[config.mk]
export PLATFORM = sky130hd
export DESIGN_NAME = matrix_keypad_scan_password
export DESIGN_NICKNAME = d
export VERILOG_FILES = /design/src/hw/rtl/mkp_pkg.sv /design/src/hw/rtl/matrix_keypad_scan_password.sv /design/src/hw/rtl/mkp_code_chk.sv /design/src/hw/rtl/mkp_scan_core.sv
export VERILOG_INCLUDE_DIRS = /design/src /design/src/hw/rtl
export SDC_FILE = /design/constraint.sdc
export NUM_CORES = 1
export LEC_CHECK = 0
export BUFFER_PORTS_ARGS = -buffer_cell sky130_fd_sc_hd__buf_2
export CORE_AREA = 3 3 103 105
export CTS_CLUSTER_SIZE = 8
export DETAILED_ROUTE_END_ITERATION = 12
export DIE_AREA = 0 0 106 108
export GPL_ROUTABILITY_DRIVEN = 1
export PLACE_DENSITY = 0.76
export SLEW_MARGIN = 20
export SYNTH_ARGS = -nofsm -noshare
export SYNTH_HDL_FRONTEND = slang
export SYNTH_SLANG_ARGS = --single-unit
[constraint.sdc]
create_clock -name clk -period 4.4 [get_ports clk]
set_clock_uncertainty 0.2 [all_clocks]
set_input_delay 0.44 -clock clk [delete_from_list [all_inputs] [get_ports clk]]
set_output_delay 0.44 -clock clk [all_outputs]
set_load 0.05 [all_outputs]
[src/hw/rtl/matrix_keypad_scan_password_defines.svh]
// Assertion helpers for the keypad scanner RTL, used by mkp_scan_core.
`ifndef MATRIX_KEYPAD_SCAN_PASSWORD_DEFINES_SVH
`define MATRIX_KEYPAD_SCAN_PASSWORD_DEFINES_SVH

// Same-cycle implication, checked out of reset.
`define MKP_ASSERT_IMP(label, ante, cons) \
  label: assert property (@(posedge clk) disable iff (!rst_n) (ante) |-> (cons)) \
    else $error("%m: check failed");

// Next-cycle implication, checked out of reset.
`define MKP_ASSERT_NXT(label, ante, cons) \
  label: assert property (@(posedge clk) disable iff (!rst_n) (ante) |=> (cons)) \
    else $error("%m: check failed");

`endif

[src/hw/rtl/mkp_pkg.sv]
`default_nettype none
package mkp_pkg;

  localparam logic [3:0]  NO_KEY      = 4'b1111;
  localparam logic [3:0]  COL3_LOW    = 4'b1110;
  localparam logic [3:0]  COL2_LOW    = 4'b1101;
  localparam logic [3:0]  COL1_LOW    = 4'b1011;
  localparam logic [15:0] DEBOUNCE_RST = 16'd20;
  localparam logic [7:0]  CODE_RST    = 8'h30;   // '0'

  typedef enum logic [1:0] {
    CFG_DEBOUNCE = 2'd0,
    CFG_CODE0    = 2'd1,
    CFG_CODE1    = 2'd2,
    CFG_CODE2    = 2'd3
  } mkp_cfg_idx_t;

  typedef struct packed {
    logic [15:0] debounce_ticks;
    logic [7:0]  code_char_first;
    logic [7:0]  code_char_second;
    logic [7:0]  code_char_third;
  } mkp_cfg_t;

  typedef struct packed {
    logic [3:0] row_drive;
    logic       key_valid;
    logic [7:0] key_code;
    logic [1:0] key_row;
    logic [1:0] key_col;
    logic       code_done;
    logic       code_match;
  } mkp_res_t;

  // Rows 0..3: "123A" "456B" "789C" "*0=D"
  function automatic logic [7:0] key_map(input logic [1:0] row, input logic [1:0] col);
    logic [7:0] ch;
    unique case ({row, col})
      4'h0: ch = "1";
      4'h1: ch = "2";
      4'h2: ch = "3";
      4'h3: ch = "A";
      4'h4: ch = "4";
      4'h5: ch = "5";
      4'h6: ch = "6";
      4'h7: ch = "B";
      4'h8: ch = "7";
      4'h9: ch = "8";
      4'hA: ch = "9";
      4'hB: ch = "C";
      4'hC: ch = "*";
      4'hD: ch = "0";
      4'hE: ch = "=";
      default: ch = "D";
    endcase
    return ch;
  endfunction

  // Active-low row drive: bit (3 - row) low.
  function automatic logic [3:0] drive_for_row(input logic [1:0] row);
    logic [3:0] d;
    d = 4'b1111;
    d[2'd3 - row] = 1'b0;
    return d;
  endfunction

endpackage
`default_nettype wire

[src/hw/rtl/matrix_keypad_scan_password.sv]
// 4x4 active-low keypad scanner with a three-key code check.
// Input stream: one request per sampling tick, in_tdata[3:0] = column levels
// read under the row drive of the previous result (15 = no key).
// Output stream: one result per request carrying the next row drive and, when
// a key was decoded, its ASCII code, row and column; code_done/code_match
// flag the third key of an entry and whether the three keys equal the code.
// Configuration: cfg_wr_en/cfg_index/cfg_wdata write debounce period (0) and
// the three code characters (1..3); write only while the stream is idle.
// Each result is registered and appears in the cycle after its request is accepted.
// Throughput: one request per cycle while the receiver takes results; the whole step
// is combinational logic between the scan state registers and the output register.
// If the receiver stalls, the held result waits in the output register and
// in_tready drops until it is taken; nothing is lost or repeated.
// Reset (rst_n low, synchronous): scanner returns to waiting for release,
// counters clear, registers reload debounce 20 and code "000", output empties.
`default_nettype none
module matrix_keypad_scan_password
  import mkp_pkg::*;
(
  input  wire logic        clk,
  input  wire logic        rst_n,
  input  wire logic        in_tvalid,
  output logic             in_tready,
  input  wire logic [7:0]  in_tdata,   // [3:0] col_sense
  output logic             out_tvalid,
  input  wire logic        out_tready,
  output logic [23:0]      out_tdata,  // [3:0] row_drive, [4] key_valid, [12:5] key_code,
                                       // [14:13] key_row, [16:15] key_col,
                                       // [17] code_done, [18] code_match
  input  wire logic        cfg_wr_en,
  input  wire logic [1:0]  cfg_index,
  input  wire logic [15:0] cfg_wdata
);

  mkp_cfg_t cfg_r;
  mkp_res_t res;
  mkp_res_t res_r;
  logic     out_valid_r;
  logic     accept;

  assign in_tready = !out_valid_r || out_tready;
  assign accept    = in_tvalid && in_tready;

  always_ff @(posedge clk) begin
    if (!rst_n) begin
      cfg_r.debounce_ticks   <= DEBOUNCE_RST;
      cfg_r.code_char_first  <= CODE_RST;
      cfg_r.code_char_second <= CODE_RST;
      cfg_r.code_char_third  <= CODE_RST;
    end else if (cfg_wr_en) begin
      unique case (mkp_cfg_idx_t'(cfg_index))
        CFG_DEBOUNCE: cfg_r.debounce_ticks   <= cfg_wdata;
        CFG_CODE0:    cfg_r.code_char_first  <= cfg_wdata[7:0];
        CFG_CODE1:    cfg_r.code_char_second <= cfg_wdata[7:0];
        CFG_CODE2:    cfg_r.code_char_third  <= cfg_wdata[7:0];
        default:      ;
      endcase
    end
  end

  mkp_scan_core u_core (
    .clk       (clk),
    .rst_n     (rst_n),
    .en        (accept),
    .col_sense (in_tdata[3:0]),
    .cfg       (cfg_r),
    .res       (res)
  );

  always_ff @(posedge clk) begin
    if (!rst_n) begin
      out_valid_r <= 1'b0;
    end else if (accept) begin
      out_valid_r <= 1'b1;
    end else if (out_tready) begin
      out_valid_r <= 1'b0;
    end
  end

  always_ff @(posedge clk) begin
    if (accept) begin
      res_r <= res;
    end
  end

  assign out_tvalid = out_valid_r;
  assign out_tdata  = {5'd0, res_r.code_match, res_r.code_done, res_r.key_col,
                       res_r.key_row, res_r.key_code, res_r.key_valid, res_r.row_drive};

endmodule
`default_nettype wire

[src/hw/rtl/mkp_code_chk.sv]
`default_nettype none
module mkp_code_chk
  import mkp_pkg::*;
(
  input  wire logic       clk,
  input  wire logic       rst_n,
  input  wire logic       key_en,
  input  wire logic [7:0] key_code,
  input  wire mkp_cfg_t   cfg,
  output logic            code_done,
  output logic            code_match
);

  logic [1:0] digit_count_r, digit_count_nxt;
  logic [1:0] slot;
  logic [7:0] entered_r [3];

  assign slot = (digit_count_r == 2'd3) ? 2'd0 : digit_count_r;

  always_comb begin
    code_done  = key_en && (slot == 2'd2);
    code_match = code_done &&
                 (entered_r[0] == cfg.code_char_first) &&
                 (entered_r[1] == cfg.code_char_second) &&
                 (key_code == cfg.code_char_third);
    digit_count_nxt = digit_count_r;
    if (key_en) begin
      digit_count_nxt = (slot == 2'd2) ? 2'd0 : slot + 2'd1;
    end
  end

  always_ff @(posedge clk) begin
    if (!rst_n) begin
      digit_count_r <= 2'd0;
    end else begin
      digit_count_r <= digit_count_nxt;
    end
  end

  always_ff @(posedge clk) begin
    if (key_en) begin
      entered_r[slot] <= key_code;
    end
  end

endmodule
`default_nettype wire

[src/hw/rtl/mkp_scan_core.sv]
`default_nettype none
`include "matrix_keypad_scan_password_defines.svh"
module mkp_scan_core
  import mkp_pkg::*;
(
  input  wire logic       clk,
  input  wire logic       rst_n,
  input  wire logic       en,
  input  wire logic [3:0] col_sense,
  input  wire mkp_cfg_t   cfg,
  output mkp_res_t        res
);

  typedef enum logic [3:0] {
    PH_RELEASE = 4'b0001,
    PH_PRESS   = 4'b0010,
    PH_CONFIRM = 4'b0100,
    PH_SCAN    = 4'b1000
  } mkp_phase_t;

  mkp_phase_t  phase_r, phase_nxt;
  logic [15:0] tick_r, tick_nxt;
  logic [1:0]  row_r, row_nxt;

  logic [15:0] tick_inc, period, tick_smp;
  logic        due;
  logic        key_hit;
  logic [1:0]  kcol;
  logic [1:0]  row_dec;
  logic [7:0]  code;
  logic        done, match;

  assign tick_inc = tick_r + 16'd1;
  assign period   = (cfg.debounce_ticks == 16'd0) ? 16'd1 : cfg.debounce_ticks;
  assign due      = (tick_inc >= period);
  assign tick_smp = due ? 16'd0 : tick_inc;
  assign row_dec  = row_r - 2'd1;
  // key seen on the row driven last tick
  assign key_hit  = (phase_r == PH_SCAN) && (col_sense != NO_KEY);

  always_comb begin
    priority if (col_sense == COL3_LOW) kcol = 2'd3;
    else if (col_sense == COL2_LOW)     kcol = 2'd2;
    else if (col_sense == COL1_LOW)     kcol = 2'd1;
    else                                kcol = 2'd0;
  end

  assign code = key_map(row_r, kcol);

  always_comb begin
    phase_nxt     = phase_r;
    tick_nxt      = tick_r;
    row_nxt       = row_r;
    res           = '0;
    unique case (phase_r)
      PH_PRESS: begin
        tick_nxt = tick_smp;
        if (due && col_sense != NO_KEY) phase_nxt = PH_CONFIRM;
      end
      PH_CONFIRM: begin
        tick_nxt = tick_smp;
        if (due) begin
          if (col_sense != NO_KEY) begin
            phase_nxt     = PH_SCAN;
            row_nxt       = 2'd3;
            res.row_drive = drive_for_row(2'd3);
          end else begin
            phase_nxt = PH_PRESS;
          end
        end
      end
      PH_SCAN: begin
        if (col_sense != NO_KEY) begin
          phase_nxt    = PH_RELEASE;
          res.key_valid = 1'b1;
          res.key_code  = code;
          res.key_row   = row_r;
          res.key_col   = kcol;
        end else begin
          row_nxt       = row_dec;
          res.row_drive = drive_for_row(row_dec);
        end
      end
      default: begin
        phase_nxt = PH_RELEASE;
        if (col_sense == NO_KEY) begin
          phase_nxt = PH_PRESS;
          tick_nxt  = 16'd0;
        end
      end
    endcase
    res.code_done  = done;
    res.code_match = match;
  end

  mkp_code_chk u_code_chk (
    .clk        (clk),
    .rst_n      (rst_n),
    .key_en     (en && key_hit),
    .key_code   (code),
    .cfg        (cfg),
    .code_done  (done),
    .code_match (match)
  );

  always_ff @(posedge clk) begin
    if (!rst_n) begin
      phase_r <= PH_RELEASE;
      tick_r  <= 16'd0;
      row_r   <= 2'd0;
    end else if (en) begin
      phase_r <= phase_nxt;
      tick_r  <= tick_nxt;
      row_r   <= row_nxt;
    end
  end

  `MKP_ASSERT_IMP(a_key_drops_rows, res.key_valid, res.row_drive == 4'd0)
  `MKP_ASSERT_IMP(a_done_needs_key, res.code_done, res.key_valid)
  `MKP_ASSERT_IMP(a_match_needs_done, res.code_match, res.code_done)
  `MKP_ASSERT_NXT(a_key_to_release, en && key_hit, phase_r == PH_RELEASE)

endmodule
`default_nettype wire

==> results of run 1 <==
Yosys cell counts (all sizes together), types with 2 or more instances:
library cell  instances  share of area [%]
nand2                92                7.1
dfxtp                65                 27
edfxtp               32                 20
inv                  31                2.4
a21boi               27                4.1
ha                   27                6.9
nor2                 24                1.9
nand3                18                1.8
xnor2                17                3.0
xor2                 17                3.0
clkbuf               16                1.2
nor2b                12                1.5
a21oi                11                1.1
o21ai                11                1.1
a22o                  9                1.6
and3                  9                1.1
mux2i                 9                2.1
nor4                  9                1.3
buf                   8                1.2
nand4                 8                1.0
nor3                  8               0.82
and2                  6               0.77
o211ai                5               0.77
a211oi                4               0.61
a221o                 4               0.82
o21a                  4               0.61
a21o                  3               0.46
nand2b                3               0.38
nand3b                3               0.46
a311oi                2               0.49
and4                  2               0.36
o221ai                2               0.36
o311ai                2               0.36
or2                   2               0.26
placed cells by master, fill, tap and decap left out, drive strengths merged, types with 3 or more instances in the layout:
cell type	count
nand3	18
and3	9
edfxtp	32
clkinv	3
nand4	8
nand3b	3
mux2i	9
a21oi	11
buf	50
clkbuf	9
and2	6
nor4	9
nand2	92
a211oi	4
a22o	9
conb	6
xor2	17
a21boi	27
nor2b	12
a221o	4
o21a	4
inv	33
nor3	8
xnor2	17
a21o	3
clkinvlp	3
ha	27
nor2	24
dfxtp	65
o211ai	5
o21ai	11
nand2b	3
worst max-delay path: stages (launching register included):
cell and delay, ps:
dfxtp_1 430, ha_1 250, and3_1 240, nand3_1 210, nor2_1 330, nand3_1 140, xnor2_1 240, ha_1 270
and4_1 210, nand4_1 160, a311oi_1 80, a2111o_1 480, buf_4 210, o311ai_0 350, o21a_1 170
worst min-delay path by stage:
stage / start / cells past startpoint / slack, ps / to
final: cfg_wdata[10] / 3 / 110 / cfg_r[34]
after global routing: cfg_wdata[14] / 3 / 120 / cfg_r[38]
after CTS: cfg_wdata[10] / 3 / 100 / cfg_r[34]
after detailed placement: cfg_r[15] / 2 / 260 / cfg_r[15]
after global placement: cfg_r[15] / 2 / 250 / cfg_r[15]
after floorplan: cfg_r[15] / 2 / 240 / cfg_r[15]
final cells by class:
cell class,instances,area [um2],area share [%]
clock buffers,9,123.9,2.290
multi-input cells,370,2422,44.78
flip-flops and latches,97,2262,41.82
clock inverters,7,53.80,0.9947
inverters,32,120.1,2.221
repair buffers,50,260.3,4.811
well taps,133,166.4,3.077
state kept, by name (all words and copies together), names as in the netlist:
name,flops
out_tvalid,1
u_core.u_code_chk.digit_count_r,2
u_core.phase_r,4
u_core.tick_r,16
u_core.u_code_chk.entered_r,14
u_core.row_r,2
cfg_r,40
out_tdata,18
metal layers:
| layer | vias up | GRT usage [%] | share of wire (%) |
|---|---|---|---|
| li1 | 1886 | - | - |
| met1 | 1759 | 25.55 | 47 |
| met2 | 93 | 31.92 | 46 |
| met3 | 17 | 4.358 | 5.1 |
| met4 | 0 | 6.013 | 1.8 |
| met5 | - | 0 | 0 |
power by group:
group	internal (W)	switching (W)
clock network	0.000209	0.000324
registers	0.000943	0.0000124
logic	0.0000483	0.000112
total	0.00120	0.000449
stage by stage:
stage	std cells	instance area, um2	setup slack [ps]
final	698	5409	379.3
after global placement	682	5225	549.5
after CTS	698	5403	388.0
after detailed placement	682	5225	417.2
after global routing	698	5409	97.36
after floorplan	523	4916	1051
cell families (layout without fill, tap and decap cells):
kind of cell,after synthesis,in the layout,synth area share (%)
mux,10,10,2.325
xor+xnor,34,34,6.081
fa+ha+maj,27,27,6.898
simple gates,200,200,19.52
compound gates,93,93,14.05
other cells,1,6,0.07657
flops,97,97,46.19
buf+inv,56,98,4.854
==> metrics.sh, run 1 <==
STATUS='complete, no violations'
CP_DATA_ARRIVAL_TIME_PS=4130
SYNTH_AREA_MM2=0.004897
DETAIL-ROUTE-ANTENNA-NETS=0
CRIT_PATH_START_KIND='flop'
FLOORPLAN.DIE_AREA_MM2=0.01145
MIN_PERIOD_PS=4021
R2R-END='u_core.tick_r[13]'
YS_DOMINANT_REG_CELL='dfxtp_1'
SYNTHESIZED_INSTANCE_COUNT=518
ACHIEVABLE-FREQUENCY_MHz=248.7
AREA_GROWTH_PCT=10.45
CRITPATHKIND='reg2reg'
POWER.DENSITY_mW_PER_MM2=305.0
DRC=0
DETAIL_ROUTE.VIAS_PER_CELL=5.380
TOP_LEVEL_PORTS=57
HOLDBUFCOUNTCTS=0
ROUTED_WL_MM=10.37
WORST-PATH-MAX-FANOUT=12
HOLD_PATH.CLASS='in2reg'
WORST_PIN_SLEW_PS=1002
YOSYS_REGISTER_BITS=97
GRT_PASS1_VIAS=3666
REGTOREGSTARTPOINT='u_core.tick_r[0]'
MAXSLEWVIOLCOUNT=0
GRT.OVERFLOW.TOTAL=0
SETUP-TNS-FINAL_PS=0
POST_CTS_SETUP_REPAIR_BUFFER_COUNT=0
IR_WORST_VDD_mV=0.2381
CELL_AT_THE_ROOT_OF_THE_CLOCK_TREE='clkbuf_8'
FRACTION_OF_REGISTERS_WITH_ASYNC_SET_RESET_PCT=0
HOLD_VIOL_FINAL=0
CTS_INSERTED_BUFFERS=9
AVGSYNTHCELLAREA_UM2=9.454
LAYOUT-DRIVE-GT1-SHARE_PCT=13.45
CLK-INSERTION-DELAY-LATE_PS=360
TRITONCTS='built'
GRT.TOTAL_USAGE_PCT=19.35
GLOBALPLACE.CONGESTION=0.8263
GRT_ANTENNA_BEFORE_REPAIR=0
POWER.LEAKAGE_nW=2.225
WORST_SETUP_HOLD_PATH_CLK_SLEW_PS=100
FINAL_NETS=618
WORST_SETUP_PATH_END_KIND='flop'
RSZ0062_AT_GRT='no'
NUMBER_OF_FLOPS_MAPPED_TO_ENABLE_CELLS_BY_YOSYS=32
WORSTSETUPSTARTPOINT='u_core.tick_r[0]'
DRT-WIRELENGTH-PER-CELL_UM=14.86
WORSTREGTOREGCELLS=14
INITIAL_DRC_COUNT=190
TIMING.FINAL.CRIT_SHARE_PCT=91.38
DRTPASS1ITERATIONS=4
SYNTHESIS.YOSYS.WARNINGS=0
ROUTE.VIAS.TOTAL=3755
IO_BUFFER_COUNT=46
CLOCK_PATH_BUFFERS=2
FLOORPLAN.ROWS=36
PIN_COUNT_OF_THE_BIGGEST_NET_ENTERING_GLOBAL_ROUTING=54
POWER_W=0.001650
DRV.MAX_CAP_VIOLATION_COUNT=0
DIODES=0
CTS_SINKS=97
WHS_PS=109.4
DIEWIDTH_UM=106
FILL_CELLS=863
GLOBAL_ROUTE_WIRE_LENGTH_BEFORE_REPAIR_MM=17.80
FINAL_CORE_UTILIZATION_PCT=55.59
PLACE_HPWL_MM=7.457
MAXSLEWHEADROOM_PCT=33.04
SYNTH.DISTINCT_CELLS=56
SYNTH.YOSYS.SEQ_AREA_SHARE_PCT=46.19
PLACEABLE_CORE_AREA_MM2=0.009729
CRITICAL_PATH.ENDPOINT='u_core.tick_r[13]'
FLOORPLAN.INITIALDENSITY_PCT=50.33
WORST-R2R-SETUP-SLACK_PS=380
NUMBER_OF_GATES_GIVEN_A_NEW_DRIVE_STRENGTH_AFTER_CTS=0
CRITICAL_PATH_REQUIRED_PS=4510
H-TREE-DEPTH=3
FINAL-SETUP-VIOL-COUNT=0
FP.DIEH_UM=108
No activity file was read; power rests on OpenSTA's default activity.
==> run 2: changes to the inputs <==
--- a/config.mk
+++ b/config.mk
@@ -12,6 +12,7 @@
 export DETAILED_ROUTE_END_ITERATION = 12
 export DIE_AREA = 0 0 106 108
 export GPL_ROUTABILITY_DRIVEN = 1
+export HOLD_SLACK_MARGIN = 0.15
 export PLACE_DENSITY = 0.76
 export SLEW_MARGIN = 20
 export SYNTH_ARGS = -nofsm -noshare
==> run 2 against run 1 <==
Effect of this change:
- critical path depth is the same
- flip-flop and latch count did not move
- die area did not move
- final area is 2.0% higher
- largest cell class unchanged
- critical endpoint unchanged
- routed wire length is 1.3% higher
- worst setup slack worse by 17 ps
- first-iteration DRC count grew 1.1%
- worst hold slack better by 56 ps
==> metrics.sh, run 2 (synthesis gave the netlist of run 1 again) <==
STATUS='complete, no violations'
PLACE_HPWL_MM=7.457  # unchanged
CRIT_PATH_MAX_INCR_DELAY_PS=480  # about the same
FLOORPLAN.ROWS=36  # unchanged
USE_MET2_PCT=32.38  # +0.46 points
MAX_FLOP_REGISTER='cfg_r'
CELL_AT_THE_ROOT_OF_THE_CLOCK_TREE='clkbuf_8'
GRT.TOTAL_USAGE_PCT=19.57  # +0.22 points
GLOBALROUTE.BUSIESTLAYER='met2'
WORST_SETUP_PATH_END_KIND='flop'
GLOBAL_ROUTE_WIRE_LENGTH_BEFORE_REPAIR_MM=18.02  # +1.2%
MULTI_INPUT_COMB_AREA_MM2=0.002422  # unchanged
HOLD_PATH.CLASS='in2reg'
DIODES=0  # unchanged
DRC=0  # unchanged
CLOCK_PATH_BUFFERS=2  # unchanged
LAYOUT.CELLS.MOST_COMMON='nand2_1'
DRV.MAX_CAP_VIOLATION_COUNT=0  # unchanged
GRT.OVERFLOW.TOTAL=0  # unchanged
WORST_PIN_SLEW_PS=999.8  # -2.461 ps
POWER_W=0.001658  # +0.53%
PIN_COUNT_OF_THE_BIGGEST_NET_ENTERING_GLOBAL_ROUTING=54  # unchanged
HOLD_VIOL_FINAL=0  # unchanged
CLK-INSERTION-DELAY-LATE_PS=370  # about the same
FINAL-SEQ-AREA_MM2=0.002262  # unchanged
POST_CTS_SETUP_REPAIR_BUFFER_COUNT=0  # unchanged
LARGEST_REGISTER_FF_COUNT=40  # unchanged
GRT_ANTENNA_BEFORE_REPAIR=0  # unchanged
DETAIL_ROUTE.VIAS_PER_CELL=5.329  # -0.95%
ROUTE.VIAS.TOTAL=3778  # +0.61%
TRITONCTS='built'
GRT.MET1_USAGE_PCT=25.82  # +0.27 points
HOLDBUFCOUNTCTS=11  # +11
DRT-WIRELENGTH-PER-CELL_UM=14.82  # -0.25%
WORSTSETUPSTARTPOINT='u_core.tick_r[0]'
ROUTED_WL_MM=10.51  # +1.3%
CRITICAL_PATH.CELL_CHAIN='ha_1 -> and3_1 -> nand3_1 -> nor2_1 -> nand3_1 -> xnor2_1 -> ha_1 -> and4_1 -> nand4_1 -> a311oi_1 -> a2111o_1 -> buf_4 -> o311ai_0 -> o21a_1'
PLACEABLE_CORE_AREA_MM2=0.009729  # unchanged
IO_BUFFER_COUNT=46  # unchanged
LAYOUTNONFILLERINSTCOUNT=709  # +1.6%
DETAIL-ROUTE-ANTENNA-NETS=0  # unchanged
TOP_LEVEL_PORTS=57  # unchanged
PLACE_INST=682  # unchanged
CRITICAL_PATH_REQUIRED_PS=4510  # about the same
POWER.DENSITY_mW_PER_MM2=300.5  # -1.5%
MIN_PERIOD_PS=4037  # +16.65 ps
SETUP-TNS-FINAL_PS=0  # unchanged
MAXSLEWHEADROOM_PCT=33.21  # +0.16 points
CP_DATA_ARRIVAL_TIME_PS=4150  # +20 ps
FP.DIEH_UM=108  # unchanged
IR_WORST_VDD_mV=0.2383  # about the same
RSZ0062_AT_GRT='no'
FINAL_NETS=629  # +1.8%
TIMING.HOLD.WORST.START='cfg_wdata[1]'
LAYOUT-DRIVE-GT1-SHARE_PCT=13.19  # -0.26 points
CTS_INSERTED_BUFFERS=9  # unchanged
CRIT_PATH_START_KIND='flop'
GLOBALPLACE.CONGESTION=0.8263  # unchanged
WORST_SETUP_HOLD_PATH_CLK_SLEW_PS=90  # about the same
CRITICAL_PATH.SLOWEST_CELL='a2111o_1'
FLOORPLAN.DIE_AREA_MM2=0.01145  # unchanged
DIEWIDTH_UM=106  # unchanged
GRT_PASS1_VIAS=3715  # +1.3%
MAXSLEWVIOLCOUNT=0  # unchanged
ACHIEVABLE-FREQUENCY_MHz=247.7  # -0.41%
POWER.LEAKAGE_nW=2.271  # +2.1%
FLOORPLAN.INITIALDENSITY_PCT=50.33  # unchanged
CTS_SINKS=97  # unchanged
CRITPATHKIND='reg2reg'
TIMING.FINAL.CRIT_SHARE_PCT=91.76  # +0.38 points
LAYOUT_COMMON_CELLS='nand2_1, dfxtp_1, buf_2, edfxtp_1, inv_1'
FILL_CELLS=850  # -1.5%
H-TREE-DEPTH=3  # unchanged
FINAL_CORE_UTILIZATION_PCT=56.73  # +1.1 points
FINAL-SETUP-VIOL-COUNT=0  # unchanged
DRTPASS1ITERATIONS=4  # unchanged
WORST-PATH-MAX-FANOUT=12  # unchanged
INITIAL_DRC_COUNT=192  # +1.1%
REGTOREGSTARTPOINT='u_core.tick_r[0]'
AREA_GROWTH_PCT=12.70
NUMBER_OF_GATES_GIVEN_A_NEW_DRIVE_STRENGTH_AFTER_CTS=0  # unchanged
GR-USAGE-MET3_PCT=4.358  # unchanged
run 2: critical path, delay by kind of cell, from the launching register on:
kind	cells	cell delay [ps]
compound gates	4	1080
xor+xnor	1	250
simple gates	6	1290
buf+inv	1	220
flops	1	430
fa+ha+maj	2	520
run 2: routing by layer:
| metal | vias to the layer above | share of wire, % |
|---|---|---|
| met3 | 16 | 4.8 |
| met1 | 1769 | 47 |
| li1 | 1907 | - |
| met4 | 0 | 1.6 |
| met5 | - | 0 |
| met2 | 86 | 46 |
run 2: layout make-up:
class	count	share of cell area, %
tap	133	3.015
clock buffer	9	2.244
sequential	97	40.99
timing repair buffer	61	6.710
inverter	32	2.176
multi-input combinational	370	43.89
clock inverter	7	0.9748
run 2: metrics by stage:
stage | hold WS [ps] | setup slack, ps | instance area (um2)
6_report | 165.5 | 362.6 | 5519
2_1_floorplan | 243.4 | 1051 | 4916
3_3_place_gp | 251.4 | 549.5 | 5225
3_5_place_dp | 264.6 | 417.2 | 5225
4_1_cts | 158.2 | 388.0 | 5513
5_1_grt | 165.5 | 97.36 | 5519
run 2: report_power, final:
part / total, W / internal [W] / switching [W]
sequential: 0.000956 / 0.000943 / 0.0000124
clock: 0.000535 / 0.000209 / 0.000325
combinational: 0.000168 / 0.0000546 / 0.000113
run 2: path summary, 6_finish.rpt:
check | endpoint | slack (ps) | cells after the start
worst max-delay path | u_core.tick_r[13] | 360 | 14
worst min-delay path | cfg_r[25] | 170 | 3
worst max register to register | u_core.tick_r[13] | 360 | 14
worst min register to register | cfg_r[15] | 270 | 2
